--- config.mk ---
export PLATFORM = sky130hd
export DESIGN_NAME = script_text_lexer
export DESIGN_NICKNAME = d
export VERILOG_FILES = /design/src/rtl/stl_pkg.sv /design/src/rtl/script_text_lexer.sv /design/src/rtl/stl_front.sv /design/src/rtl/stl_queue.sv /design/src/rtl/stl_back.sv
export SDC_FILE = /design/constraint.sdc
export NUM_CORES = 1
export LEC_CHECK = 0
export ABC_AREA = 1
export BUFFER_PORTS_ARGS = -buffer_cell sky130_fd_sc_hd__clkbuf_2
export CORE_MARGIN = 2
export CORE_UTILIZATION = 51
export CTS_CLUSTER_SIZE = 24
export DETAILED_ROUTE_END_ITERATION = 7
export PLACE_DENSITY = 0.82
export SLEW_MARGIN = 10
export SYNTH_ARGS = -nofsm -noshare
export SYNTH_HDL_FRONTEND = slang
export SYNTH_SLANG_ARGS = --single-unit
--- constraint.sdc ---
create_clock -name clk -period 2.02 [get_ports clk]
set_input_delay 0.505 -clock clk [delete_from_list [all_inputs] [get_ports clk]]
set_output_delay 0.505 -clock clk [all_outputs]
set_load 0.02 [all_outputs]
--- src/rtl/stl_pkg.sv ---
// shared types and constants for the script text lexer
package stl_pkg;

    localparam int QUEUE_DEPTH = 2;

    // results that one input byte causes, in output order:
    // end mark, token byte, end mark
    typedef struct packed {
        logic       lead_end;
        logic       byte_en;
        logic [7:0] byte_val;
        logic       trail_end;
    } stl_bundle_t;

endpackage

--- src/rtl/script_text_lexer.sv ---
// top level of the byte-serial script text lexer
//
// takes one script text byte per request and emits token bytes and
// token-end marks. the front end classifies each byte against the current
// lexer mode (empty, bare word, quoted string, comment) and turns it into a
// bundle of zero to three results; the bundles wait in a short fifo and the
// back end hands them out one result per request from its output register.
// a byte is taken every cycle as long as the fifo has room, so ordinary
// text runs at one byte per cycle; a delimiter that closes an open word
// yields three results, handed out one per request, which the fifo
// absorbs until it fills (QUEUE_DEPTH bundles). bytes that cause no result
// (blanks outside a word, comment text) are consumed without touching the
// fifo. a result passes the fifo and then the back end output register.
module script_text_lexer
#(
    parameter int QUEUE_DEPTH = stl_pkg::QUEUE_DEPTH
)
(
    input  logic       clk,
    input  logic       rst_n,
    // input byte stream
    input  logic       s_tvalid,
    output logic       s_tready,
    input  logic [7:0] s_tdata,   // [7:0] data_byte
    input  logic       s_tuser,   // [0] end_of_stream
    // result stream
    output logic       m_tvalid,
    input  logic       m_tready,
    output logic [7:0] m_tdata,   // [7:0] token_byte
    output logic       m_tuser,   // [0] kind
    output logic       m_tlast    // last result of this input byte
);
    import stl_pkg::*;

    stl_bundle_t front_bundle;
    stl_bundle_t q_data;
    logic        front_push;
    logic        q_full;
    logic        q_not_empty;
    logic        q_pop;
    logic        in_accept;

    // take a byte whenever the fifo can hold its bundle
    assign s_tready  = !q_full;
    assign in_accept = s_tvalid && s_tready;

    stl_front u_front
    (
        .clk           (clk),
        .rst_n         (rst_n),
        .accept        (in_accept),
        .data_byte     (s_tdata),
        .end_of_stream (s_tuser),
        .push          (front_push),
        .bundle        (front_bundle)
    );

    stl_queue
    #(
        .DEPTH (QUEUE_DEPTH)
    )
    u_queue
    (
        .clk       (clk),
        .rst_n     (rst_n),
        .push      (front_push),
        .push_data (front_bundle),
        .pop       (q_pop),
        .pop_data  (q_data),
        .not_empty (q_not_empty),
        .full      (q_full)
    );

    // serializer drives the result stream straight from its registers
    stl_back u_back
    (
        .clk         (clk),
        .rst_n       (rst_n),
        .q_data      (q_data),
        .q_not_empty (q_not_empty),
        .q_pop       (q_pop),
        .out_valid   (m_tvalid),
        .out_ready   (m_tready),
        .out_kind    (m_tuser),
        .out_byte    (m_tdata),
        .out_last    (m_tlast)
    );

endmodule

--- src/rtl/stl_front.sv ---
// front end: byte classification and lexer mode tracking
module stl_front
(
    input  logic                clk,
    input  logic                rst_n,
    input  logic                accept,
    input  logic [7:0]          data_byte,
    input  logic                end_of_stream,
    output logic                push,
    output stl_pkg::stl_bundle_t bundle
);
    import stl_pkg::*;

    localparam logic [1:0] MODE_EMPTY   = 2'd0;
    localparam logic [1:0] MODE_WORD    = 2'd1;
    localparam logic [1:0] MODE_STRING  = 2'd2;
    localparam logic [1:0] MODE_COMMENT = 2'd3;

    localparam logic [7:0] CH_HASH    = 8'h23;
    localparam logic [7:0] CH_QUOTE   = 8'h22;
    localparam logic [7:0] CH_LBRACE  = 8'h7B;
    localparam logic [7:0] CH_RBRACE  = 8'h7D;
    localparam logic [7:0] CH_EQUALS  = 8'h3D;
    localparam logic [7:0] CH_NEWLINE = 8'h0A;

    logic [1:0] mode_reg;
    logic [1:0] mode_next;
    logic       word_open;
    logic       is_blank;

    assign word_open = (mode_reg == MODE_WORD);
    // newline falls inside the blank range
    assign is_blank  = data_byte inside {[8'h09:8'h0D], 8'h20};

    always_comb
    begin
        mode_next        = mode_reg;
        bundle.lead_end  = 1'b0;
        bundle.byte_en   = 1'b0;
        bundle.byte_val  = data_byte;
        bundle.trail_end = 1'b0;
        if (end_of_stream)
        begin
            bundle.lead_end = (mode_reg == MODE_WORD) || (mode_reg == MODE_STRING);
            mode_next       = MODE_EMPTY;
        end
        else
        begin
            case (mode_reg)
                MODE_COMMENT:
                begin
                    if (data_byte == CH_NEWLINE)
                    begin
                        mode_next = MODE_EMPTY;
                    end
                end
                MODE_STRING:
                begin
                    if (data_byte == CH_NEWLINE)
                    begin
                        bundle.lead_end = 1'b1;
                        mode_next       = MODE_EMPTY;
                    end
                    else if (data_byte == CH_QUOTE)
                    begin
                        bundle.byte_en   = 1'b1;
                        bundle.trail_end = 1'b1;
                        mode_next        = MODE_EMPTY;
                    end
                    else
                    begin
                        bundle.byte_en = 1'b1;
                    end
                end
                default:
                begin
                    if (data_byte == CH_HASH)
                    begin
                        bundle.lead_end = word_open;
                        mode_next       = MODE_COMMENT;
                    end
                    else if (is_blank)
                    begin
                        bundle.lead_end = word_open;
                        mode_next       = MODE_EMPTY;
                    end
                    else if (data_byte == CH_QUOTE && !word_open)
                    begin
                        bundle.byte_en = 1'b1;
                        mode_next      = MODE_STRING;
                    end
                    else if (data_byte inside {CH_LBRACE, CH_RBRACE, CH_EQUALS})
                    begin
                        bundle.lead_end  = word_open;
                        bundle.byte_en   = 1'b1;
                        bundle.trail_end = 1'b1;
                        mode_next        = MODE_EMPTY;
                    end
                    else
                    begin
                        bundle.byte_en = 1'b1;
                        mode_next      = MODE_WORD;
                    end
                end
            endcase
        end
    end

    assign push = accept && (bundle.lead_end || bundle.byte_en || bundle.trail_end);

    always_ff @(posedge clk or negedge rst_n)
    begin
        if (!rst_n)
        begin
            mode_reg <= MODE_EMPTY;
        end
        else if (accept)
        begin
            mode_reg <= mode_next;
        end
    end

endmodule

--- src/rtl/stl_queue.sv ---
// short fifo of result bundles between front and back
module stl_queue
#(
    parameter int DEPTH = stl_pkg::QUEUE_DEPTH
)
(
    input  logic                 clk,
    input  logic                 rst_n,
    input  logic                 push,
    input  stl_pkg::stl_bundle_t push_data,
    input  logic                 pop,
    output stl_pkg::stl_bundle_t pop_data,
    output logic                 not_empty,
    output logic                 full
);
    import stl_pkg::*;

    localparam int PW = (DEPTH > 1) ? $clog2(DEPTH) : 1;
    localparam int CW = $clog2(DEPTH + 1);
    localparam logic [PW-1:0] LAST_PTR  = PW'(DEPTH - 1);
    localparam logic [CW-1:0] FULL_CNT  = CW'(DEPTH);

    stl_bundle_t   store [DEPTH];
    logic [PW-1:0] wr_ptr_reg;
    logic [PW-1:0] rd_ptr_reg;
    logic [CW-1:0] count_reg;
    logic [CW-1:0] count_next;
    logic          do_push;
    logic          do_pop;

    assign full      = (count_reg == FULL_CNT);
    assign not_empty = (count_reg != '0);
    assign do_push   = push && !full;
    assign do_pop    = pop && not_empty;
    assign pop_data  = store[rd_ptr_reg];

    always_comb
    begin
        count_next = count_reg;
        if (do_push && !do_pop)
        begin
            count_next = count_reg + CW'(1);
        end
        else if (do_pop && !do_push)
        begin
            count_next = count_reg - CW'(1);
        end
    end

    always_ff @(posedge clk)
    begin
        if (do_push)
        begin
            store[wr_ptr_reg] <= push_data;
        end
    end

    always_ff @(posedge clk or negedge rst_n)
    begin
        if (!rst_n)
        begin
            wr_ptr_reg <= '0;
            rd_ptr_reg <= '0;
            count_reg  <= '0;
        end
        else
        begin
            count_reg <= count_next;
            if (do_push)
            begin
                wr_ptr_reg <= (wr_ptr_reg == LAST_PTR) ? '0 : wr_ptr_reg + PW'(1);
            end
            if (do_pop)
            begin
                rd_ptr_reg <= (rd_ptr_reg == LAST_PTR) ? '0 : rd_ptr_reg + PW'(1);
            end
        end
    end

endmodule

--- src/rtl/stl_back.sv ---
// back end: serializes a bundle into single result requests
module stl_back
(
    input  logic                 clk,
    input  logic                 rst_n,
    input  stl_pkg::stl_bundle_t q_data,
    input  logic                 q_not_empty,
    output logic                 q_pop,
    output logic                 out_valid,
    input  logic                 out_ready,
    output logic                 out_kind,
    output logic [7:0]           out_byte,
    output logic                 out_last
);
    import stl_pkg::*;

    stl_bundle_t cur_reg;
    stl_bundle_t cur_next;
    logic        fire;

    assign out_valid = cur_reg.lead_end || cur_reg.byte_en || cur_reg.trail_end;
    assign out_kind  = cur_reg.lead_end || !cur_reg.byte_en;
    assign out_byte  = out_kind ? 8'h00 : cur_reg.byte_val;
    // last when exactly one pending result remains
    assign out_last  = ({1'b0, cur_reg.lead_end} + {1'b0, cur_reg.byte_en}
                        + {1'b0, cur_reg.trail_end}) == 2'd1;
    assign fire      = out_valid && out_ready;
    assign q_pop     = q_not_empty && (!out_valid || (fire && out_last));

    always_comb
    begin
        cur_next = cur_reg;
        if (q_pop)
        begin
            cur_next = q_data;
        end
        else if (fire)
        begin
            if (cur_reg.lead_end)
            begin
                cur_next.lead_end = 1'b0;
            end
            else if (cur_reg.byte_en)
            begin
                cur_next.byte_en = 1'b0;
            end
            else
            begin
                cur_next.trail_end = 1'b0;
            end
        end
    end

    always_ff @(posedge clk or negedge rst_n)
    begin
        if (!rst_n)
        begin
            cur_reg <= '0;
        end
        else
        begin
            cur_reg <= cur_next;
        end
    end

endmodule

# ---- After elaboration in Yosys (flattened, before gate mapping)
# Memory sizes are Yosys's and may differ from the RTL's.
# Cells that the tools add are included.
dict set report classes {
  addsub 6
  n_lt_le_gt_ge 2
  n_eq_ne 16
  n_mux 42
  reduce_logical 32
}
# operator count
set ops {}
lappend ops {{8-bit by 6-bit equality test with 1-bit output, second input constant} 4}
lappend ops {{1-bit 2-to-1 mux} 27}
lappend ops {{2-bit 2-to-1 mux} 11}
lappend ops {{8-bit by 7-bit equality test with 1-bit output, second input constant} 2}
lappend ops {{1-bit logical AND} 11}
lappend ops {{8-bit by 4-bit equality test with 1-bit output, second input constant} 1}
lappend ops {{8-bit by 4-bit greater-or-equal comparator with 1-bit output, second input constant} 1}
lappend ops {{8-bit by 4-bit less-or-equal comparator with 1-bit output, second input constant} 1}
lappend ops {{8-bit 2-to-1 mux} 1}
lappend ops {{2-bit one-hot mux with 2 select lines} 2}
lappend ops {{2-bit nonzero test} 4}
lappend ops {{1-bit logical OR} 7}
lappend ops {{2-bit equality test, second input constant} 3}
lappend ops {{1-bit logical NOT} 6}
lappend ops {{3-bit AND reduction} 2}
lappend ops {{2-bit by 1-bit equality test with 1-bit output, second input constant} 2}
lappend ops {{2-bit inequality test, second input constant} 2}
lappend ops {{4-bit inequality test, second input constant} 1}
lappend ops {{3-bit by 2-bit inequality test with 1-bit output, second input constant} 1}
lappend ops {{3-bit nonzero test} 1}
lappend ops {{1-bit adder, second input constant} 2}
lappend ops {{1-bit by 1-bit adder with 2-bit output} 1}
lappend ops {{2-bit by 1-bit adder with 2-bit output} 1}
lappend ops {{2-bit by 1-bit adder with 2-bit output, second input constant} 1}
lappend ops {{other kinds (3)} 3}
dict set report word_totals {
  regBits 17
  ram_bits 22
  in_bits 13
  memories 1
}
# memory depth word_bits read_ports rd_ports_with_merged_regs wr line_no
set mem_list {}
lappend mem_list {u_queue.store 2 11 1 0 1 stl_queue.sv:23} ;# stl_bundle_t store [DEPTH];

# ---- Longest topological paths before layout
# Gate-level depths: netlist of the first run.
dict set report depth {
  word_depth 16
  mapped_depth 16
  ltp_nobuf 16
}

# ---- Hierarchy
# A second synthesis of the first run with hierarchy kept.
dict set report hier_totals {
  cells_unflattened 250
  area_unflattened_um2 2137.0
}
# mod n_inst cells_each area_per_inst_um2 seq_area_each_um2
set by_module_without_submodules {}
lappend by_module_without_submodules {stl_queue 1 89 1037.2 760.7}
lappend by_module_without_submodules {stl_back 1 73 616.8 275.3}
lappend by_module_without_submodules {stl_front 1 85 469.2 50.0}
lappend by_module_without_submodules {script_text_lexer 1 3 13.8 0.0}

# ---- Worst setup path after synthesis of the first run
# Ideal clock, no wire load.
dict set report synth_timing {
  kind {reg2reg}
  start {reg u_back.cur_reg[10] (netlist name)}
  end {reg u_queue.count_reg[1]}
  t_arrival_ns 2.288
  t_required_ns 1.889
  slack_ns -0.399
  stages_incl_launch_ff 11
  path_buffers 0
  synth_period_minus_slack_ns 2.419
  cell_sequence {dfrtp_1 > inv_1 > fa_1 > nor2_1 > nand3_1 > nand2_2 > inv_1 > ha_1 > a21oi_1 > o21ai_0 > xor2_1}
}
dict set report synth_via {
  elab_chain_len 10
}
# item line_no
set synth_rtl {}
lappend synth_rtl {{start, declared} stl_back.sv:17} ;# stl_bundle_t cur_reg;
lappend synth_rtl {{start signal, assigned} stl_back.sv:62} ;# cur_reg <= cur_next;
lappend synth_rtl {{1-bit by 1-bit adder with 2-bit output *} stl_back.sv:25} ;# assign out_last = ({1'b0, cur_reg.lead_end} + {1'b0, cur_reg.byte_en}
lappend synth_rtl {{2-bit by 1-bit adder with 2-bit output *} stl_back.sv:26} ;# + {1'b0, cur_reg.trail_end}) == 2'd1;
lappend synth_rtl {{2-bit by 1-bit equality test with 1-bit output *} stl_back.sv:26}
lappend synth_rtl {{net m_tlast} script_text_lexer.sv:31} ;# output logic m_tlast
lappend synth_rtl {{1-bit logical AND *} stl_back.sv:28} ;# assign q_pop = q_not_empty && (!out_valid || (fire && out_last));
lappend synth_rtl {{1-bit logical OR *} stl_back.sv:28}
lappend synth_rtl {{1-bit logical AND *} stl_back.sv:28}
lappend synth_rtl {{1-bit logical AND *} stl_queue.sv:34} ;# assign do_pop = pop && not_empty;
lappend synth_rtl {{1-bit logical NOT} stl_queue.sv:40} ;# if (do_push && !do_pop)
lappend synth_rtl {{1-bit logical AND} stl_queue.sv:40}
lappend synth_rtl {{2-bit 2-to-1 mux or 2-bit nonzero test (tied branches)} --}
lappend synth_rtl {{end signal, assigned} stl_queue.sv:68} ;# count_reg <= count_next;
lappend synth_rtl {{end, declared} stl_queue.sv:26} ;# logic [CW-1:0] count_reg;
# The timed path passes the listed nets; every way through them passes the cells marked *.
# A chain may end at the register's enable or synchronous reset.

# ---- Final worst setup path of the first run
dict set report layout_timing {
  start {reg u_back.cur_reg[0] (netlist name)}
  end {reg u_queue.count_reg[1]}
}
dict set report layout_via {
  elab_chain_len 9
}
# item line_no
set layout_rtl {}
lappend layout_rtl {{2-bit by 1-bit adder with 2-bit output or 1-bit logical OR (tied branches)} {stl_back.sv:26, stl_back.sv:21}}
lappend layout_rtl {{2-bit by 1-bit equality test with 1-bit output or 1-bit logical AND (tied branches)} {stl_back.sv:26, stl_back.sv:27}}
lappend layout_rtl {{1-bit logical AND} stl_back.sv:28}
lappend layout_rtl {{1-bit logical OR *} stl_back.sv:28}
lappend layout_rtl {{1-bit logical AND *} stl_back.sv:28}
lappend layout_rtl {{1-bit logical AND *} stl_queue.sv:34}
lappend layout_rtl {{1-bit logical NOT} stl_queue.sv:40}
lappend layout_rtl {{1-bit logical AND} stl_queue.sv:40}
lappend layout_rtl {{2-bit 2-to-1 mux or 2-bit nonzero test (tied branches)} --}
# Every way passes the cells marked *; elsewhere a longest branch is shown, timed or not.

==> run summary, run 1 <==
status: completed
commonest non-fill, non-tap cells in the layout: 43 x inv_1, 39 x nand2_1, 26 x buf_4
Worst Setup End Kind: register
Synth area leaders: edfxtp_1 33%, dfrtp_1 21%, inv_1 8.5%, nand2_1 7.6%, nor2_1 4.5%
Worst Reg-to-Reg Cells: 10
syn_area_per_cell: 9.19 sq um
Largest register FFs: 22
Die Height: 66.4 microns
Post-Syn Area: 1980 sq um
cell taking the most area after synthesis: edfxtp_1
buffers and inverters on the worst path: 2
Die W: 66.4 microns
RSZ-0062 raised after global routing: true
initial antenna violation count: 0
drt wl/cell: 11.6 microns
Syn Inst Count: 216
Rel. slew slack: 55.9%
Initial Utilization: 53.8%
CP Depth: 10
CP peak stage delay: 0.45 ns
most common cell after layout, fill and taps aside: inv_1
Num Clock Sinks: 39
worst skew pair latency: 0.28 ns
Synth cell types: 29
Final Setup Violations: 0
final hold vios: 0
Final min period: 2.02 ns
Die ar.: 4410 sq um
vias per std cell: 4.78
total gr overflow: 0
Worst EP required: 2.19 ns
worst-path fanout max: 4
Area growth, synth to finish: 27.6%
Final nets: 290
cts bufs inserted: 5
Non-Filler Instances: 321
Filler Cells Inserted: 291
routed vias: 1533
Core Area: 3690 sq um
max-slew violation count: 0
Final Power: 3.32 mW
worst vdd ir: 0.756 mV
TritonCTS clock tree: yes
Ys Warns: 0
root buffer selected by CTS: clkbuf_8
Setup CP Type: register to register
largest net degree at the start of global routing: 22
TritonRoute pass-1 iters: 4
I/O Pins: 25
DP HPWL: 2.84 mm
Max Cap Viol: 0
first-pass GRT wire length: 6.47 mm
clock skew: 0.00334 ns
drt total wl: 3.71 mm
initial DRC count: 142
Crit path top cell by count: inv_1
Diodes inserted: 0
vias in the first global route: 1465
startpoint types: register
upper clock frequency limit: 496 MHz
antenna-violating nets left: 0
CP cell instances: inv_1 > fa_1 > nor2_4 > nand3_2 > nand2_4 > inv_1 > ha_4 > a21oi_1 > o21ai_1 > xor2_1
gpl congestion: 0.952
hold_buf cts: 0
leakage: 1.23 nW
Hold Path Class: input pin to async pin
PD cells: 1310 nW/um^2
CTS H-tree depth: 2
DRC errors left: 0
IO Port Bufs: 24
CTS max path bufs: 2
fin crit share: 99.9%
critical path's slowest cell: fa_1
placed cell count: 311
Data arrival, critical path: 2.18 ns
fraction of layout cells with a size suffix above 1: 31.9%
Synth Register Bits: 39
clk slew on worst S/H paths: 0.07 ns
Syn Nets: 234
row cnt: 22
sequential element share of the synthesized area: 54.7%
Yosys top cell area share: 33.3%
worst slew pin tran: 0.661 ns
delay-heaviest family, CP: adder cells
total track usage: 19.7%
[power by group]
group          switching [mW]  total (mW)  internal [mW]
Combinational           0.912        1.57          0.661
Clock                   0.251       0.493          0.242
Sequential              0.146        1.25           1.10
[kinds of logic (layout without fill, tap and decap cells)]
kind of cell	count (synthesis)	after routing	synth area share, %
simple gates	89	89	20.2
buf+inv	48	105	9.14
flops	39	39	54.7
compound gates	30	30	10.1
fa+ha+maj	5	5	3.53
xor+xnor	3	3	1.32
mux	2	2	1.01
[routing by layer]
metal,GRT usage (%),share of wire [%]
met4,7.40,2.3
met1,26.0,45
met2,32.0,49
met3,3.75,3.8
met5,0,0
[stage by stage]
step	setup slack (ns)	setup TNS (ns)	instance area [sq um]	util, %	hold WS (ns)
2_1_floorplan	-0.0699	-0.0699	2020	-	0.209
3_3_place_gp	-0.186	-2.08	2400	65.2	0.458
3_5_place_dp	-0.248	-2.66	2400	65.2	0.462
4_1_cts	0.00478	0	2510	67.9	0.174
5_1_grt	-0.0970	-0.108	2530	68.7	0.196
6_report	0.00245	0	2530	68.7	0.170
[timing repair]
item	4_1_cts	5_1_grt
endpoints found under the setup margin	2	15
setup buffers	2	0
pin swaps	0	1
resized for setup	2	10
[area by class of cell]
type	instances	area [sq um]	area share [%]
well taps	48	60.1	2.37
clock buffers	7	76.3	3.01
flip-flops and latches	39	1090	42.9
inverters	45	169	6.67
multi-input cells	129	774	30.6
clock inverters	1	5.00	0.198
repair buffers	52	362	14.3
[worst paths after layout]
kind                                    startpoint                   end  slack (ns)
worst max-delay path             u_back.cur_reg[0]  u_queue.count_reg[1]       0.002
worst min-delay path                         rst_n   u_front.mode_reg[0]        0.17
worst max register to register   u_back.cur_reg[0]  u_queue.count_reg[1]       0.002
worst min register to register  u_queue.wr_ptr_reg    u_queue.wr_ptr_reg        0.47
max in group asynchronous                    rst_n  u_queue.count_reg[1]        1.52
min in group clk                u_queue.wr_ptr_reg    u_queue.wr_ptr_reg        0.47
[Yosys cell counts]
cell type / number
nand3b_1: 1
nor3_1: 3
nand2_2: 6
nand2_1: 40
buf_1: 1
o21ai_2: 2
a21oi_1: 2
o22ai_1: 1
dfrtp_1: 17
mux2i_1: 2
o21ai_0: 15
o211ai_1: 8
xor2_1: 2
o211ai_2: 1
clkbuf_1: 1
edfxtp_1: 22
nor2_4: 1
a21boi_4: 1
ha_1: 4
nand3_2: 1
and2_4: 1
nor2_1: 24
nand3_1: 4
nand4_1: 3
inv_1: 45
fa_1: 1
nor2_2: 5
buf_2: 1
xnor2_1: 1
[worst register-to-register path, cell delays in order, from the launching register on]
cell and delay (ns):
dfrtp_1 0.39, inv_1 0.08, fa_1 0.45, nor2_4 0.13, nand3_2 0.11, nand2_4 0.07
inv_1 0.10, ha_4 0.24, a21oi_1 0.11, o21ai_1 0.08, xor2_1 0.14
Note: power is estimated with default switching activity, not from simulation.
==> run 2, diff against run 1 <==
==> constraint.sdc (replaced) <==
create_clock -name clk -period 1.8 [get_ports clk]
set_input_delay 0.45 -clock clk [delete_from_list [all_inputs] [get_ports clk]]
set_output_delay 0.45 -clock clk [all_outputs]
set_load 0.02 [all_outputs]
==> run summary, run 2 (synthesis gave the netlist of run 1 again) <==
status: finished with violations
failing checks: setup timing
drt total wl: 4.20 mm (+13%)
Final Power: 4.57 mW (+38%)
Filler Cells Inserted: 245 (-16%)
RR Startpoint: u_front.mode_reg[0]
worst-path fanout max: 3 (-1)
Final Setup Violations: 21 (+21)
crit path capture: u_queue.count_reg[1]
total gr overflow: 0 (unchanged)
IO Port Bufs: 24 (unchanged)
Worst Setup End Kind: register
placed cell count: 315 (+1.3%)
drt wl/cell: 12.7 microns (+9.8%)
row cnt: 22 (unchanged)
leakage: 1.32 nW (+7.7%)
Final nets: 300 (+3.4%)
startpoint types: register
Worst EP required: 1.97 ns (-0.22 ns)
Core Area: 3690 sq um (unchanged)
Data arrival, critical path: 2.20 ns (+0.02 ns)
upper clock frequency limit: 492 MHz (-0.82%)
vias in the first global route: 1515 (+3.4%)
Non-Filler Instances: 331 (+3.1%)
Diodes inserted: 0 (unchanged)
TritonCTS clock tree: yes
initial DRC count: 62 (-56%)
I/O Pins: 25 (unchanged)
cts bufs inserted: 5 (unchanged)
Setup CP Type: register to register
largest net degree at the start of global routing: 22 (unchanged)
routed vias: 1652 (+7.8%)
final hold vios: 0 (unchanged)
hold_buf cts: 0 (unchanged)
first-pass GRT wire length: 6.67 mm (+3.1%)
commonest non-fill, non-tap cells in the layout: 36 x inv_1, 36 x nand2_1, 30 x buf_4
initial antenna violation count: 0 (unchanged)
clock skew: 0.00501 ns (+0.00167 ns)
PD cells: 1640 nW/um^2 (+25%)
DRC errors left: 0 (unchanged)
FF-to-FF End: u_queue.count_reg[1]
RSZ-0062 raised after global routing: true
Num Clock Sinks: 39 (unchanged)
worst skew pair latency: 0.28 ns (about the same)
CP startpoint: u_front.mode_reg[0]
Die ar.: 4410 sq um (unchanged)
Largest register FFs: 22 (unchanged)
antenna-violating nets left: 0 (unchanged)
vias per std cell: 4.99 (+4.5%)
Die Height: 66.4 microns (unchanged)
max-slew violation count: 0 (unchanged)
gpl congestion: 0.853 (-10%)
reg2reg setup slack: -0.23 ns (-0.24 ns)
worst slew pin tran: 0.655 ns (-0.00605 ns)
Rel. slew slack: 56.3% (+0.40 points)
Worst Reg-to-Reg Cells: 15 (+5)
fraction of layout cells with a size suffix above 1: 41.7% (+9.8 points)
root buffer selected by CTS: clkbuf_8
Initial Utilization: 53.8% (unchanged)
setup slack after layout: -0.234 ns (-0.237 ns)
CTS max path bufs: 2 (unchanged)
fin crit share: 113% (+13 points)
area of the multi-input gates: 881 sq um (+14%)
Area growth, synth to finish: 40.8%
Die W: 66.4 microns (unchanged)
worst vdd ir: 0.763 mV (+0.92%)
clk slew on worst S/H paths: 0.07 ns (about the same)
final design utilization: 75.7% (+7.1 points)
DP HPWL: 2.78 mm (-2.0%)
Hold Path Class: input pin to async pin
CTS H-tree depth: 2 (unchanged)
Final min period: 2.03 ns (+0.0167 ns)
Fin Hold WS: 0.0998 ns (-0.0705 ns)
Max Cap Viol: 0 (unchanged)
total track usage: 20.6% (+0.91 points)
total negative slack: -3.04 ns (-3.04 ns)
TritonRoute pass-1 iters: 4 (unchanged)
sequential cell area: 1090 sq um (+0.12%)
-- run 2: cell types whose count changed in the layout (fill, tap and decap cells not counted), moves of 2 or more --
cell,change
nand2_4,+5
nand2_1,-3
ha_4,+2
inv_1,-7
buf_6,+6
nand2_2,-2
o21ai_2,+2
buf_4,+4
inv_2,+5
bufinv_16,+2
-- run 2: worst min-delay path by stage --
stage                               end  slack (ns)  depth (start not counted)
finish               u_queue.wr_ptr_reg         0.1                          1
global route          u_back.cur_reg[5]        0.12                          1
CTS                  u_queue.wr_ptr_reg        0.10                          1
detailed placement   u_queue.wr_ptr_reg        0.41                          1
global placement    u_front.mode_reg[0]        0.41                          1
floorplan             u_back.cur_reg[0]        0.15                          0
-- run 2: per-layer routing --
| metal | track usage, % | wire length [microns] | up-vias |
|---|---|---|---|
| met5 | 0 | 0 | - |
| met4 | 8.93 | 114 | 0 |
| met3 | 4.43 | 169 | 10 |
| met2 | 35.4 | 2180 | 43 |
| met1 | 24.7 | 1730 | 784 |
| li1 | - | - | 815 |
-- run 2: layout make-up --
cell class                 instances  area share, %
inverter                          45           6.31
tap                               48           2.15
timing repair inverter             1          0.269
clock inverter                     2           2.15
multi-input combinational        129           31.5
sequential                        39           38.9
clock buffer                       6           2.60
timing repair buffer              61           16.1
-- run 2: worst max-delay path, stage by stage, from the launching register on --
cell	delay [ns]
dfrtp_1	0.42
inv_2	0.07
ha_4	0.17
nor2_4	0.11
inv_2	0.05
nor2_2	0.10
nand2_1	0.08
nand2_2	0.09
nand2_4	0.07
nand2_4	0.10
nand2_4	0.06
inv_2	0.06
ha_4	0.19
a21oi_2	0.12
o21ai_2	0.07
xor2_1	0.14
-- run 2: report_power, final --
| part | switching (mW) | total, mW | internal, mW |
|---|---|---|---|
| clock network | 0.284 | 0.838 | 0.554 |
| logic | 1.25 | 2.33 | 1.08 |
| registers | 0.173 | 1.41 | 1.24 |
-- run 2: stage by stage --
stage | area (sq um) | setup slack (ns)
after global placement | 2430 | -0.345
final | 2790 | -0.234
after detailed placement | 2430 | -0.413
after global routing | 2790 | -0.313
after floorplan | 2030 | -0.237
after CTS | 2650 | -0.231
-- run 2: timing repair --
action                     in CTS  in global routing
gates cloned                    1                  1
setup endpoints to repair      34                 39
buffers inserted                2                  7
pin swaps                       1                 17
resized for setup              16                 35
